`src/design/assert_macros.svh`:
```
// assertion helpers shared by the scheduler modules
`ifndef ASSERT_MACROS_SVH
`define ASSERT_MACROS_SVH

// condition holds at every edge out of reset
`define CHECK_ALWAYS(label, clk, rst_n, cond) \
  label: assert property (@(posedge clk) disable iff (!rst_n) (cond)) \
    else $error("scheduler check failed");

// antecedent implies consequent at the next edge
`define CHECK_NEXT(label, clk, rst_n, ante, cons) \
  label: assert property (@(posedge clk) disable iff (!rst_n) (ante) |=> (cons)) \
    else $error("scheduler sequence check failed");

`endif

```
`src/design/pprs_pkg.sv`:
```
package pprs_pkg;

  // task states as reported on the result channel
  localparam logic [2:0] TS_NEW   = 3'd0;
  localparam logic [2:0] TS_READY = 3'd1;
  localparam logic [2:0] TS_RUN   = 3'd2;
  localparam logic [2:0] TS_WAIT  = 3'd3;
  localparam logic [2:0] TS_TERM  = 3'd4;

  localparam logic [15:0] TIME_SLICE_RST = 16'd100;

  // input op codes
  localparam logic OP_ARRIVE = 1'b0;
  localparam logic OP_TICK   = 1'b1;

  typedef enum logic [3:0] {
    S_IDLE,
    S_ARR,
    S_RL_FIFO,
    S_RL_TASK,
    S_RL_UPD,
    S_CH_RD,
    S_CH_UPD,
    S_DISP,
    S_DISP_RUN,
    S_FIN
  } state_t;

  // per-task record held in the task memory
  typedef struct packed {
    logic [15:0] rem_work;
    logic [15:0] io_period;
    logic [15:0] io_length;
    logic [15:0] ticks_to_io;
    logic [15:0] io_left;
  } task_rec_t;

  // controller to datapath
  typedef struct packed {
    logic accept;
    logic arr_do;
    logic rl_issue;
    logic rl_fetch;
    logic rl_upd;
    logic ch_rd;
    logic ch_upd;
    logic disp_eval;
    logic disp_run;
    logic fin;
  } cmd_t;

  // datapath to controller
  typedef struct packed {
    logic rl_done;
    logic cpu_busy;
    logic disp_go;
  } status_t;

endpackage

```
`src/design/pprs_ram.sv`:
```
module pprs_ram #(
  parameter int WIDTH = 8,
  parameter int DEPTH = 16
) (
  input  logic                     clk,
  input  logic                     we,
  input  logic [$clog2(DEPTH)-1:0] waddr,
  input  logic [WIDTH-1:0]         wdata,
  input  logic [$clog2(DEPTH)-1:0] raddr,
  output logic [WIDTH-1:0]         rdata
);

  logic [WIDTH-1:0] mem [DEPTH];
  logic [WIDTH-1:0] rdata_r;

  // one write port, registered read port
  always_ff @(posedge clk) begin
    if (we) begin
      mem[waddr] <= wdata;
    end
    rdata_r <= mem[raddr];
  end

  assign rdata = rdata_r;

endmodule

```
`src/design/pprs_ctrl.sv`:
```
`include "assert_macros.svh"

module pprs_ctrl (
  input  logic               clk,
  input  logic               rst_n,
  input  logic               start,
  input  logic               in_op,
  input  pprs_pkg::status_t  status,
  output pprs_pkg::cmd_t     cmd,
  output logic               busy
);

  pprs_pkg::state_t state_r, state_nxt;

  // next state
  always_comb begin
    state_nxt = state_r;
    unique case (state_r)
      pprs_pkg::S_IDLE: begin
        if (start) begin
          state_nxt = (in_op == pprs_pkg::OP_TICK) ? pprs_pkg::S_RL_FIFO : pprs_pkg::S_ARR;
        end
      end
      pprs_pkg::S_ARR:     state_nxt = pprs_pkg::S_FIN;
      pprs_pkg::S_RL_FIFO: begin
        if (status.rl_done) begin
          state_nxt = status.cpu_busy ? pprs_pkg::S_CH_RD : pprs_pkg::S_DISP;
        end else begin
          state_nxt = pprs_pkg::S_RL_TASK;
        end
      end
      pprs_pkg::S_RL_TASK:  state_nxt = pprs_pkg::S_RL_UPD;
      pprs_pkg::S_RL_UPD:   state_nxt = pprs_pkg::S_RL_FIFO;
      pprs_pkg::S_CH_RD:    state_nxt = pprs_pkg::S_CH_UPD;
      pprs_pkg::S_CH_UPD:   state_nxt = pprs_pkg::S_DISP;
      pprs_pkg::S_DISP:     state_nxt = status.disp_go ? pprs_pkg::S_DISP_RUN : pprs_pkg::S_FIN;
      pprs_pkg::S_DISP_RUN: state_nxt = pprs_pkg::S_FIN;
      pprs_pkg::S_FIN:      state_nxt = pprs_pkg::S_IDLE;
      default:              state_nxt = pprs_pkg::S_IDLE;
    endcase
  end

  // command outputs
  always_comb begin
    cmd = '0;
    unique case (state_r)
      pprs_pkg::S_IDLE:     cmd.accept    = start;
      pprs_pkg::S_ARR:      cmd.arr_do    = 1'b1;
      pprs_pkg::S_RL_FIFO:  cmd.rl_issue  = 1'b1;
      pprs_pkg::S_RL_TASK:  cmd.rl_fetch  = 1'b1;
      pprs_pkg::S_RL_UPD:   cmd.rl_upd    = 1'b1;
      pprs_pkg::S_CH_RD:    cmd.ch_rd     = 1'b1;
      pprs_pkg::S_CH_UPD:   cmd.ch_upd    = 1'b1;
      pprs_pkg::S_DISP:     cmd.disp_eval = 1'b1;
      pprs_pkg::S_DISP_RUN: cmd.disp_run  = 1'b1;
      pprs_pkg::S_FIN:      cmd.fin       = 1'b1;
      default:              cmd           = '0;
    endcase
  end

  assign busy = (state_r != pprs_pkg::S_IDLE);

  always_ff @(posedge clk) begin
    if (!rst_n) begin
      state_r <= pprs_pkg::S_IDLE;
    end else begin
      state_r <= state_nxt;
    end
  end

  `CHECK_NEXT(a_fin_to_idle, clk, rst_n, state_r == pprs_pkg::S_FIN, state_r == pprs_pkg::S_IDLE)
  `CHECK_NEXT(a_accept_leaves_idle, clk, rst_n, cmd.accept, busy)

endmodule

```
`src/design/pprs_dp.sv`:
```
`include "assert_macros.svh"

module pprs_dp #(
  parameter int MAX_TASKS = 16
) (
  input  logic              clk,
  input  logic              rst_n,
  input  pprs_pkg::cmd_t    cmd,
  output pprs_pkg::status_t status,
  input  logic              cfg_we,
  input  logic [15:0]       cfg_wdata,
  input  logic              in_op,
  input  logic [3:0]        in_task_id,
  input  logic [15:0]       in_cpu_time,
  input  logic [15:0]       in_io_period,
  input  logic [15:0]       in_io_length,
  output logic              out_valid,
  output logic [23:0]       out_event_time,
  output logic [3:0]        out_event_task,
  output logic [1:0]        out_from_state,
  output logic [2:0]        out_to_state,
  output logic              out_last
);

  localparam int TW = $clog2(MAX_TASKS);
  localparam int CW = $clog2(MAX_TASKS + 1);
  localparam int IW = (TW > 4) ? TW : 4;
  localparam int RW = $bits(pprs_pkg::task_rec_t);

  // control registers
  logic [MAX_TASKS-1:0] ready_r, ready_nxt;
  logic [MAX_TASKS-1:0] wait_r, wait_nxt;
  logic [CW-1:0]        wcnt_r, wcnt_nxt;
  logic [CW-1:0]        cnt_r, cnt_nxt;
  logic [CW-1:0]        i_r, i_nxt;
  logic [CW-1:0]        k_r, k_nxt;
  logic [TW-1:0]        run_r, run_nxt;
  logic                 busy_r, busy_nxt;
  logic [15:0]          slice_r, slice_nxt;
  logic [23:0]          now_r, now_nxt;
  logic [15:0]          tslice_r, tslice_nxt;
  logic                 pend_v_r, pend_v_nxt;
  logic                 out_v_r, out_v_nxt;
  logic                 op_tick_r;

  // payload registers
  logic [3:0]           id_in_r;
  logic [15:0]          cpu_r, per_r, len_r;
  logic [TW-1:0]        cur_r, cur_nxt;
  logic [TW-1:0]        best_r, best_nxt;
  logic [3:0]           pend_task_r, pend_task_nxt;
  logic [2:0]           pend_from_r, pend_from_nxt;
  logic [2:0]           pend_to_r, pend_to_nxt;
  logic [23:0]          pend_time_r, pend_time_nxt;
  logic [23:0]          o_time_r, o_time_nxt;
  logic [3:0]           o_task_r, o_task_nxt;
  logic [2:0]           o_from_r, o_from_nxt;
  logic [2:0]           o_to_r, o_to_nxt;
  logic                 o_last_r, o_last_nxt;

  // memory ports
  logic                 t_we, f_we;
  logic [TW-1:0]        t_waddr, t_raddr, f_waddr, f_raddr;
  pprs_pkg::task_rec_t  t_wdata, t_rdata;
  logic [TW-1:0]        f_wdata, f_rdata;
  logic [RW-1:0]        t_rdata_raw;

  // result staging
  logic                 emit;
  logic [TW-1:0]        em_task;
  logic [2:0]           em_from, em_to;

  logic [IW-1:0]        arr_ext;
  logic [TW-1:0]        arr_id;
  logic                 arr_ok;
  logic [TW-1:0]        first_rdy;
  logic                 go;

  pprs_ram #(.WIDTH(RW), .DEPTH(MAX_TASKS)) u_task_ram (
    .clk  (clk),
    .we   (t_we),
    .waddr(t_waddr),
    .wdata(t_wdata),
    .raddr(t_raddr),
    .rdata(t_rdata_raw)
  );
  assign t_rdata = pprs_pkg::task_rec_t'(t_rdata_raw);

  pprs_ram #(.WIDTH(TW), .DEPTH(MAX_TASKS)) u_wait_fifo (
    .clk  (clk),
    .we   (f_we),
    .waddr(f_waddr),
    .wdata(f_wdata),
    .raddr(f_raddr),
    .rdata(f_rdata)
  );

  function automatic logic [3:0] to_task4(input logic [TW-1:0] id);
    logic [IW-1:0] ext;
    ext = IW'(id);
    return ext[3:0];
  endfunction

  // lowest set bit of the ready mask
  function automatic logic [TW-1:0] find_first(input logic [MAX_TASKS-1:0] m);
    logic [TW-1:0] b;
    b = '0;
    for (int n = MAX_TASKS - 1; n >= 0; n--) begin
      if (m[n]) b = TW'(n);
    end
    return b;
  endfunction

  assign arr_ext   = IW'(id_in_r);
  assign arr_id    = arr_ext[TW-1:0];
  assign arr_ok    = (32'(id_in_r) < 32'(MAX_TASKS)) && !ready_r[arr_id] &&
                     !(busy_r && run_r == arr_id) && !wait_r[arr_id];
  assign first_rdy = find_first(ready_r);
  assign go        = (ready_r != '0) &&
                     (!busy_r || first_rdy < run_r || slice_r == tslice_r);

  assign status.rl_done  = (i_r == cnt_r);
  assign status.cpu_busy = busy_r;
  assign status.disp_go  = go;

  // memory read address selection
  always_comb begin
    f_raddr = i_r[TW-1:0];
    t_raddr = cmd.rl_fetch ? f_rdata : run_r;
  end

  // sequencing datapath
  always_comb begin
    ready_nxt     = ready_r;
    wait_nxt      = wait_r;
    wcnt_nxt      = wcnt_r;
    cnt_nxt       = cnt_r;
    i_nxt         = i_r;
    k_nxt         = k_r;
    run_nxt       = run_r;
    busy_nxt      = busy_r;
    slice_nxt     = slice_r;
    now_nxt       = now_r;
    tslice_nxt    = tslice_r;
    cur_nxt       = cur_r;
    best_nxt      = best_r;
    t_we          = 1'b0;
    t_waddr       = cur_r;
    t_wdata       = t_rdata;
    f_we          = 1'b0;
    f_waddr       = k_r[TW-1:0];
    f_wdata       = cur_r;
    emit          = 1'b0;
    em_task       = cur_r;
    em_from       = pprs_pkg::TS_READY;
    em_to         = pprs_pkg::TS_RUN;

    if (cfg_we) tslice_nxt = cfg_wdata;

    // start of an item: snapshot the waiter count
    if (cmd.accept) begin
      cnt_nxt = wcnt_r;
      i_nxt   = '0;
      k_nxt   = '0;
    end

    // task arrival
    if (cmd.arr_do && arr_ok) begin
      t_we      = 1'b1;
      t_waddr   = arr_id;
      t_wdata   = '{rem_work: cpu_r, io_period: per_r, io_length: len_r,
                    ticks_to_io: per_r, io_left: 16'd0};
      ready_nxt[arr_id] = 1'b1;
      emit      = 1'b1;
      em_task   = arr_id;
      em_from   = pprs_pkg::TS_NEW;
      em_to     = pprs_pkg::TS_READY;
    end

    // release scan: step through the waiter queue
    if (cmd.rl_issue) begin
      if (i_r == cnt_r) begin
        wcnt_nxt = k_r;
      end else begin
        i_nxt = i_r + 1'b1;
      end
    end
    if (cmd.rl_fetch) cur_nxt = f_rdata;
    if (cmd.rl_upd) begin
      t_we    = 1'b1;
      t_waddr = cur_r;
      if (t_rdata.io_left > 16'd1) begin
        t_wdata.io_left = t_rdata.io_left - 16'd1;
        f_we    = 1'b1;
        f_waddr = k_r[TW-1:0];
        f_wdata = cur_r;
        k_nxt   = k_r + 1'b1;
      end else begin
        t_wdata.io_left = 16'd0;
        ready_nxt[cur_r] = 1'b1;
        wait_nxt[cur_r]  = 1'b0;
        emit    = 1'b1;
        em_task = cur_r;
        em_from = pprs_pkg::TS_WAIT;
        em_to   = pprs_pkg::TS_READY;
      end
    end

    // charge one tick to the running task
    if (cmd.ch_upd) begin
      t_we    = 1'b1;
      t_waddr = run_r;
      if (t_rdata.rem_work != 16'd0) t_wdata.rem_work = t_rdata.rem_work - 16'd1;
      if (t_rdata.io_period != 16'd0 && t_rdata.ticks_to_io != 16'd0) begin
        t_wdata.ticks_to_io = t_rdata.ticks_to_io - 16'd1;
      end
      if (slice_r != 16'hFFFF) slice_nxt = slice_r + 16'd1;
      if (t_wdata.rem_work == 16'd0) begin
        emit      = 1'b1;
        em_task   = run_r;
        em_from   = pprs_pkg::TS_RUN;
        em_to     = pprs_pkg::TS_TERM;
        busy_nxt  = 1'b0;
        slice_nxt = '0;
      end else if (t_rdata.io_period != 16'd0 && t_wdata.ticks_to_io == 16'd0) begin
        emit      = 1'b1;
        em_task   = run_r;
        em_from   = pprs_pkg::TS_RUN;
        em_to     = pprs_pkg::TS_WAIT;
        t_wdata.io_left     = t_rdata.io_length;
        t_wdata.ticks_to_io = t_rdata.io_period;
        if (32'(wcnt_r) < 32'(MAX_TASKS)) begin
          f_we     = 1'b1;
          f_waddr  = wcnt_r[TW-1:0];
          f_wdata  = run_r;
          wcnt_nxt = wcnt_r + 1'b1;
          wait_nxt[run_r] = 1'b1;
        end
        busy_nxt  = 1'b0;
        slice_nxt = '0;
      end
    end

    // dispatch decision, preempting the running task if needed
    if (cmd.disp_eval) begin
      best_nxt = first_rdy;
      if (go && busy_r) begin
        ready_nxt[run_r] = 1'b1;
        emit    = 1'b1;
        em_task = run_r;
        em_from = pprs_pkg::TS_RUN;
        em_to   = pprs_pkg::TS_READY;
      end
    end
    if (cmd.disp_run) begin
      ready_nxt[best_r] = 1'b0;
      run_nxt   = best_r;
      busy_nxt  = 1'b1;
      slice_nxt = '0;
      emit      = 1'b1;
      em_task   = best_r;
      em_from   = pprs_pkg::TS_READY;
      em_to     = pprs_pkg::TS_RUN;
    end

    // time advances once at the end of a tick
    if (cmd.fin && op_tick_r) now_nxt = now_r + 24'd1;
  end

  // result staging: hold one result back so the final one can carry last
  always_comb begin
    pend_v_nxt    = pend_v_r;
    pend_task_nxt = pend_task_r;
    pend_from_nxt = pend_from_r;
    pend_to_nxt   = pend_to_r;
    pend_time_nxt = pend_time_r;
    out_v_nxt     = 1'b0;
    o_time_nxt    = o_time_r;
    o_task_nxt    = o_task_r;
    o_from_nxt    = o_from_r;
    o_to_nxt      = o_to_r;
    o_last_nxt    = o_last_r;
    if (emit) begin
      if (pend_v_r) begin
        out_v_nxt  = 1'b1;
        o_time_nxt = pend_time_r;
        o_task_nxt = pend_task_r;
        o_from_nxt = pend_from_r;
        o_to_nxt   = pend_to_r;
        o_last_nxt = 1'b0;
      end
      pend_v_nxt    = 1'b1;
      pend_task_nxt = to_task4(em_task);
      pend_from_nxt = em_from;
      pend_to_nxt   = em_to;
      pend_time_nxt = now_r;
    end
    if (cmd.fin && pend_v_r) begin
      out_v_nxt  = 1'b1;
      o_time_nxt = pend_time_r;
      o_task_nxt = pend_task_r;
      o_from_nxt = pend_from_r;
      o_to_nxt   = pend_to_r;
      o_last_nxt = 1'b1;
      pend_v_nxt = 1'b0;
    end
  end

  // control state
  always_ff @(posedge clk) begin
    if (!rst_n) begin
      ready_r  <= '0;
      wait_r   <= '0;
      wcnt_r   <= '0;
      cnt_r    <= '0;
      i_r      <= '0;
      k_r      <= '0;
      run_r    <= '0;
      busy_r   <= 1'b0;
      slice_r  <= '0;
      now_r    <= '0;
      tslice_r <= pprs_pkg::TIME_SLICE_RST;
      pend_v_r <= 1'b0;
      out_v_r  <= 1'b0;
    end else begin
      ready_r  <= ready_nxt;
      wait_r   <= wait_nxt;
      wcnt_r   <= wcnt_nxt;
      cnt_r    <= cnt_nxt;
      i_r      <= i_nxt;
      k_r      <= k_nxt;
      run_r    <= run_nxt;
      busy_r   <= busy_nxt;
      slice_r  <= slice_nxt;
      now_r    <= now_nxt;
      tslice_r <= tslice_nxt;
      pend_v_r <= pend_v_nxt;
      out_v_r  <= out_v_nxt;
    end
  end

  // payload
  always_ff @(posedge clk) begin
    if (cmd.accept) begin
      id_in_r <= in_task_id;
      cpu_r   <= in_cpu_time;
      per_r   <= in_io_period;
      len_r   <= in_io_length;
    end
    cur_r       <= cur_nxt;
    best_r      <= best_nxt;
    pend_task_r <= pend_task_nxt;
    pend_from_r <= pend_from_nxt;
    pend_to_r   <= pend_to_nxt;
    pend_time_r <= pend_time_nxt;
    o_time_r    <= o_time_nxt;
    o_task_r    <= o_task_nxt;
    o_from_r    <= o_from_nxt;
    o_to_r      <= o_to_nxt;
    o_last_r    <= o_last_nxt;
  end

  // remember whether the current item is a tick
  always_ff @(posedge clk) begin
    if (!rst_n) begin
      op_tick_r <= 1'b0;
    end else if (cmd.accept) begin
      op_tick_r <= (in_op == pprs_pkg::OP_TICK);
    end
  end

  assign out_valid      = out_v_r;
  assign out_event_time = o_time_r;
  assign out_event_task = o_task_r;
  assign out_from_state = o_from_r[1:0];
  assign out_to_state   = o_to_r;
  assign out_last       = o_last_r;

  `CHECK_ALWAYS(a_ready_wait_disjoint, clk, rst_n, (ready_r & wait_r) == '0)
  `CHECK_ALWAYS(a_running_not_ready, clk, rst_n, !busy_r || !ready_r[run_r] || cmd.disp_run)
  `CHECK_ALWAYS(a_wait_count_bound, clk, rst_n, 32'(wcnt_r) <= 32'(MAX_TASKS))
  `CHECK_ALWAYS(a_wait_count_matches, clk, rst_n, 32'($countones(wait_r)) <= 32'(wcnt_r))

endmodule

```
`src/design/preemptive_priority_rr_scheduler_unit.sv`:
```
// Preemptive priority scheduler with a round-robin quantum.
// Input channel: an item is taken on a rising edge with start high and busy
// low. in_op selects a task arrival (loads cpu_time, io_period, io_length for
// in_task_id) or one scheduler tick.
// Result channel: each state transition is one beat, shown for one cycle with
// out_valid high; out_last marks the final beat of an item. The receiver
// cannot stall; beats leave at most one per cycle.
// Config: cfg_we with cfg_wdata writes time_slice (reset 100). The user must
// write it only while idle; the block itself does not enforce this.
// Sequencing: an arrival holds busy through an arrival and a wrap-up state.
// A tick reads the queue entry, reads the task record and writes it back for
// each task in I/O wait (all through one memory port each), then does the
// last queue check, charge, dispatch and wrap-up; the final beat appears in
// the first cycle with busy low. Items may follow as soon as busy is low.
// Reset: synchronous active low; no task is ready, waiting or running, time
// is zero. Task records need no clearing.
module preemptive_priority_rr_scheduler_unit #(
  parameter int MAX_TASKS = 16
) (
  input  logic        clk,
  input  logic        rst_n,
  input  logic        start,
  output logic        busy,
  input  logic        in_op,
  input  logic [3:0]  in_task_id,
  input  logic [15:0] in_cpu_time,
  input  logic [15:0] in_io_period,
  input  logic [15:0] in_io_length,
  input  logic        cfg_we,
  input  logic [15:0] cfg_wdata,
  output logic        out_valid,
  output logic [23:0] out_event_time,
  output logic [3:0]  out_event_task,
  output logic [1:0]  out_from_state,
  output logic [2:0]  out_to_state,
  output logic        out_last
);

  pprs_pkg::cmd_t    cmd;
  pprs_pkg::status_t status;

  // sequencer
  pprs_ctrl u_ctrl (
    .clk   (clk),
    .rst_n (rst_n),
    .start (start),
    .in_op (in_op),
    .status(status),
    .cmd   (cmd),
    .busy  (busy)
  );

  // task state and result datapath
  pprs_dp #(.MAX_TASKS(MAX_TASKS)) u_dp (
    .clk           (clk),
    .rst_n         (rst_n),
    .cmd           (cmd),
    .status        (status),
    .cfg_we        (cfg_we),
    .cfg_wdata     (cfg_wdata),
    .in_op         (in_op),
    .in_task_id    (in_task_id),
    .in_cpu_time   (in_cpu_time),
    .in_io_period  (in_io_period),
    .in_io_length  (in_io_length),
    .out_valid     (out_valid),
    .out_event_time(out_event_time),
    .out_event_task(out_event_task),
    .out_from_state(out_from_state),
    .out_to_state  (out_to_state),
    .out_last      (out_last)
  );

endmodule

```
`config.mk`:
```
export PLATFORM = sky130hd
export DESIGN_NAME = preemptive_priority_rr_scheduler_unit
export DESIGN_NICKNAME = d
export VERILOG_FILES = /design/src/design/pprs_pkg.sv /design/src/design/pprs_ram.sv /design/src/design/pprs_ctrl.sv /design/src/design/pprs_dp.sv /design/src/design/preemptive_priority_rr_scheduler_unit.sv
export VERILOG_INCLUDE_DIRS = /design/src /design/src/design
export SDC_FILE = /design/constraint.sdc
export NUM_CORES = 2
export LEC_CHECK = 0
export ABC_AREA = 1
export BUFFER_PORTS_ARGS = -buffer_cell sky130_fd_sc_hd__clkbuf_2
export CAP_MARGIN = 20
export CORE_UTILIZATION = 50
export DETAILED_ROUTE_END_ITERATION = 8
export PLACE_DENSITY_LB_ADDON = 0.15
export SETUP_SLACK_MARGIN = 0.02
export SLEW_MARGIN = 20
export SYNTH_ARGS = -nofsm -noshare
export SYNTH_HDL_FRONTEND = slang
export SYNTH_SLANG_ARGS = --single-unit
```
`constraint.sdc`:
```
create_clock -name clk -period 13.99 [get_ports clk]
set_input_delay 0.6995 -clock clk [delete_from_list [all_inputs] [get_ports clk]]
set_output_delay 0.6995 -clock clk [all_outputs]
set_load 0.1 [all_outputs]
```
# Word-level counts from Yosys, hierarchy flattened
# Memories as Yosys holds them, arrays and structs flattened. A register that Yosys moved wholly into a read port is not among the register bits.
# Index checks and enable logic that the tools add are counted.
# word_totals
register_bits	247
mem_bits_rw	1344
in_bits	73
out_inout_bits	36
n_memories	2
# memory_table
name	depth	width	rd	rd_clocked_by_memory_dff	write_ports	line	rtl
u_dp.u_task_ram.mem	16	80	1	1	1	pprs_ram.sv:13	logic [WIDTH-1:0] mem [DEPTH];
u_dp.u_wait_fifo.mem	16	4	1	1	1	pprs_ram.sv:13	
# op_classes
add_sub_neg	8
order_cmp	11
n_eq_ne	14
mux	157
bitwise_logic	9
reduce_logical	40
# op_table
cell	n
$mux 16	22
$mux 4	41
$mux 32	3
$mux 80	1
$mux 24	3
$or 16x16->16	4
$reduce_bool 16->1	4
$mux 5	12
$sub 16x1->16 const B	3
$mux 1	45
$and 16x16->16	2
$logic_not 16->1	2
$not 16->16	2
$pmux 4 s8	1
$mux 2	14
$mux 3	9
$add 24x1->24 const B	1
$lt 4x5->1 const B	4
$add 16x1->16 const B	1
$demux 1 s4	4
$eq 16x16->1	1
$eq 4x3->1 const B	4
$ge 4x1->1 const B	4
$gt 16x1->1 const B	1
21 further kinds	51

# Depth between registers and ports, before layout
# logic_depth
ltp_word	26
mapped_depth	27

# By module
# From an unflattened synthesis, not the netlist that was laid out.
# unflattened
hier_cells	7478
area_unflattened_um2	73280.3
# by_module_without_submodules
module	instances	cells_each	area_per_inst_um2	seq_area_each_um2
pprs_ram at u_dp.u_task_ram	1	5257	56170.1	40038.4
pprs_dp	1	1870	13813.2	6125.9
pprs_ram at u_dp.u_wait_fifo	1	290	2966.6	2001.9
pprs_ctrl	1	61	330.3	80.1

# Least setup slack after synthesis
# OpenSTA, ideal clock, no wires.
# synth_path
path_kind	register to register
startpoint	reg u_dp.id_in_r[1], in the netlist u_dp.arr_ext[1]
endpoint	mem u_dp.u_task_ram.mem[13][0] (netlist name) (enable)
arrival_ps	5748
path_slack_ps	7722
path_stages_with_launch	16
n_path_buf	3
period_less_slack_ps	6268
path_cell_list	edfxtp_1 buf_4 nand2_1 nor2_1 nor2_1 nand2_1 a21boi_4 nand3_4 buf_2 clkbuf_1 nor2_1 a21oi_1 or2_2 o21ai_0 nand3_1 nor2_1
# synth_between
elab_chain_cells	11
word_cells_on_any_way	20
# synth_lines
item	line	rtl
from (decl)	pprs_dp.sv:47	logic [3:0] id_in_r;
from (signal assigned)	pprs_dp.sv:345	id_in_r <= in_task_id;
$bmux 1 s4 / $eq 4x4->1 (equally long branches)	pprs_dp.sv:116, pprs_dp.sv:117	
$mux 1 (implied by the code) / $logic_and 1x1->1 (equally long branches)	pprs_dp.sv:116, pprs_dp.sv:117	
$logic_not 1->1, on equally long branches	pprs_dp.sv:116, pprs_dp.sv:117	
$logic_and 1x1->1	pprs_dp.sv:116	assign arr_ok = (32'(id_in_r) < 32'(MAX_TASKS)) && !ready_r[arr_id] &&
$logic_and 1x1->1	pprs_dp.sv:117	!(busy_r && run_r == arr_id) && !wait_r[arr_id];
$logic_and 1x1->1	pprs_dp.sv:168	if (cmd.arr_do && arr_ok) begin
$mux 1	pprs_dp.sv:168	
$mux 1	pprs_dp.sv:189	if (cmd.rl_upd) begin
$mux 1	pprs_dp.sv:210	if (cmd.ch_upd) begin
$mux 1	pprs_ram.sv:18	if (we) begin
$mux 1 (implied by the code)	pprs_ram.sv:19	mem[waddr] <= wdata;
to (decl)	pprs_ram.sv:13	
# Several ways; a longest one is shown, not always the timed one. The select of a mux whose other input is x is not followed.

# Final worst setup path
# layout_path
startpoint	reg u_dp.id_in_r[1], in the netlist u_dp.arr_ext[1]
endpoint	mem u_dp.u_task_ram.mem[0][39] (netlist name) (enable)
# The elaborated chain is that of the path after synthesis.

==> results.md <==
* Failing checks: DRC
* Gr usage total at a little over a quarter
* Clk buf depth at 3
* Finished Layout Cells at around 7600
* Worst EP arrival at 6840 ps
* Grt total ovfl at 0
* Global-route wire length before repair at 279000 um
* Final hold slack at approximately 57 ps
* RSZ-0062 raised after global routing: false
* Vias in the first global route at 43500
* Nets at 5762
* Htree depth at 4
* Die W at 369 um
* Worst path bufs/invs at 6
* Reg clk slew, reported paths at 60 ps
* Synth area leader: edfxtp_1
* Startpoint Class: register
* Fin crit period at 6420 ps
* Worst slew pin tran at 1120 ps
* Synth top area cells: edfxtp_1 65%, dfxtp_1 6.1%, o21ai_0 5.9%
* Placer Congestion at 0.924
* Register area share after synthesis at 71.5%
* Worst-Skew Late Latency at 820 ps
* Crit share post-route at 45.9%
* Ant diodes at 0
* CP cell instances: nor2_2 -> inv_2 -> nor2_1 -> nor2_1 -> nand2_1 -> a21boi_4 -> nand3_4 -> inv_2 -> nor2_1 -> inv_1 -> nor2_1 -> inv_1 -> nand3_1 -> nor2_4 -> buf_4 -> buf_4
* Most Frequent Cell on Critical Path: nor2_1
* Avg Cell Area, Syn at roughly 12 sq um
* Setup tns final at 0 ps
* Vias per std cell at 6.04
* Leakage at 0.0256 uW
* Post-route ant nets at 0
* Total number of vias at 45800
* Power Density at between 200 and 250 nW/um^2
* Seq cells post-synth at between 1500 and 2000
* CTS Buf Count at 170
* TritonCTS clock tree: built
* CP max stage delay at 880 ps
* Async set-reset flop share out of synthesis at 0%
* P&R area growth vs syn at 12.3%
* Initial core utilization at about 50%
* Fin util at a little under three fifths
* # Max-Cap Violations at 0
* Critical path capture point type: register
* Setup CP Type: register to register
* Setup WS post-layout at 7570 ps
* Core Footprint at about 130000 sq um
* DR pass1 iterations at 8
* DR WL/cell at 24.6 um
* Setup bufs post-CTS at 0
* Delay-heaviest family, CP: simple AND/OR/NAND/NOR gates
* Rel. slew slack at 25.2%
* Initial antenna violation count at 3
* Setup Skew at 45.6 ps
* Full die area at 137000 sq um
* Mapped Area at 67500 sq um
* CP Max Fanout at 47
* Commonest non-fill, non-tap cell in the layout: edfxtp_1
* Final setup vio count at 0
* Most frequent cells in the layout: 1470 x edfxtp_1, 905 x nor2_1, 783 x o21ai_0
* Peak Freq at 156 MHz
* CTS Root Buffer Type: clkbuf_16
* Io pins at approximately 110
* Drt total wl at 187000 um
* Setup WS pre-CTS at 7600 ps
* Synth Instances at roughly 5600
* Post_cts resized at 0
* Initial detailed-routing violation count at 5041
* EDFF count, synth at between 1000 and 1500
* Syn. warnings at 0
* Proportion of layout cells with a drive suffix above 1 at 9.41%
* Hold Path Class: primary input to register
* Slew Limit Fails at 0
* Post-DP HPWL at roughly 110000 um
* Largest net degree at the start of global routing at 181
* Number of port buffers at about 110
* Area share of the largest cell type after synthesis at 65.4%
* Net count after synthesis at between 5000 and 6000
* Count of different cell masters after synthesis at 53
* DRC viols at 21
* Status: finished, violations left
* Synth Flop Type: edfxtp_1
* Final Hold Vio Count at 0
* Max VDD drop at 0.116 mV
* Placed Cells at 7263
* Num rows at 134
* CP required at about 14000 ps
* Sink Count at 1675
* Die height at 369 um
* Crit-path slowest cell: a21boi_4
==> through the flow <==
step	power, uW	instance area, sq um
final	15600	75800
after global placement	11000	69900
after detailed placement	11100	69900
after CTS	15700	75800
after floorplan	9470	67500
after global routing	16300	75800
==> routing by layer <==
layer | routed length (um) | vias up | track usage, % | share of wire, %
met5 | 0 | - | 0 | 0
met4 | 4290 | 0 | 7.87 | 2.3
met3 | 14700 | 277 | 4.25 | 7.9
met2 | 86000 | 2010 | 42.3 | 46
met1 | 81700 | 22800 | 39.4 | 44
li1 | - | 20800 | - | -
==> power by group <==
part	internal (uW)	leakage (uW)	switching, uW
Clock	2670	0.00282	1950
Sequential	6890	0.0150	338
Combinational	807	0.00779	2990
==> state kept, by name, summed over array words and instances, names as in the netlist, 16 cells and up <==
name	cells
u_dp.cpu_r	16
u_dp.len_r	16
u_dp.now_r	24
u_dp.out_event_time	24
u_dp.pend_time_r	24
u_dp.per_r	16
u_dp.ready_r	16
u_dp.slice_r	16
u_dp.tslice_r	16
u_dp.u_task_ram.mem	1280
u_dp.u_task_ram.rdata	80
u_dp.u_wait_fifo.mem	64
u_dp.wait_r	16
==> final timing paths <==
| kind | startpoint | to | slack (ps) | depth (start not counted) |
|---|---|---|---|---|
| max | u_dp.arr_ext[1] | u_dp.u_task_ram.mem[0][39] | 7570 | 16 |
| min reg2reg | u_dp.pend_time_r[22] | u_dp.out_event_time[22] | 410 | 0 |
| min | in_io_period[4] | u_dp.per_r[4] | 60 | 1 |
| max reg2reg | u_dp.arr_ext[1] | u_dp.u_task_ram.mem[0][39] | 7570 | 16 |
==> cell usage after synthesis, types with 4 or more instances <==
master and n:
inv_2 17, a311oi_1 7, o221ai_1 259, o21ai_1 28, edfxtp_1 1470, dfxtp_1 205
mux2i_1 14, nand2_2 7, nand2_1 585, buf_1 10, o31ai_1 5, a31oi_1 17
clkinv_1 8, a211oi_1 5, nand3_1 220, inv_1 226, clkbuf_1 306, o211ai_1 91
nor4_1 13, or2_2 18, o22ai_1 84, ha_1 12, buf_6 4, o21ai_0 793
xor2_1 24, nor2_2 7, nand3b_1 5, a21oi_1 126, nor2_1 924, nor3_1 35
nand4_1 42, xnor2_1 23, buf_2 14
==> kinds of logic after synthesis <==
family	synth area share [%]
flops	71.5
compound gates	12.8
mux	0.208
fa+ha+maj	0.222
xor+xnor	0.610
buf+inv	3.36
simple gates	11.3
==> area by class of cell <==
type | instances | area (sq um)
fill | 10900 | 58000
clock buffer | 230 | 4830
clock inverter | 89 | 941
timing repair buffer | 201 | 1360
multi-input combinational | 3378 | 17200
tap | 1768 | 2210
inverter | 251 | 967
sequential | 1675 | 48200
==> repair_timing <==
item | CTS | global route
hold buffers | 9 | 0
endpoints found under the hold margin | 9 | 0
endpoints found under the setup margin | 0 | 0
Note: power is estimated with default switching activity, not from simulation.
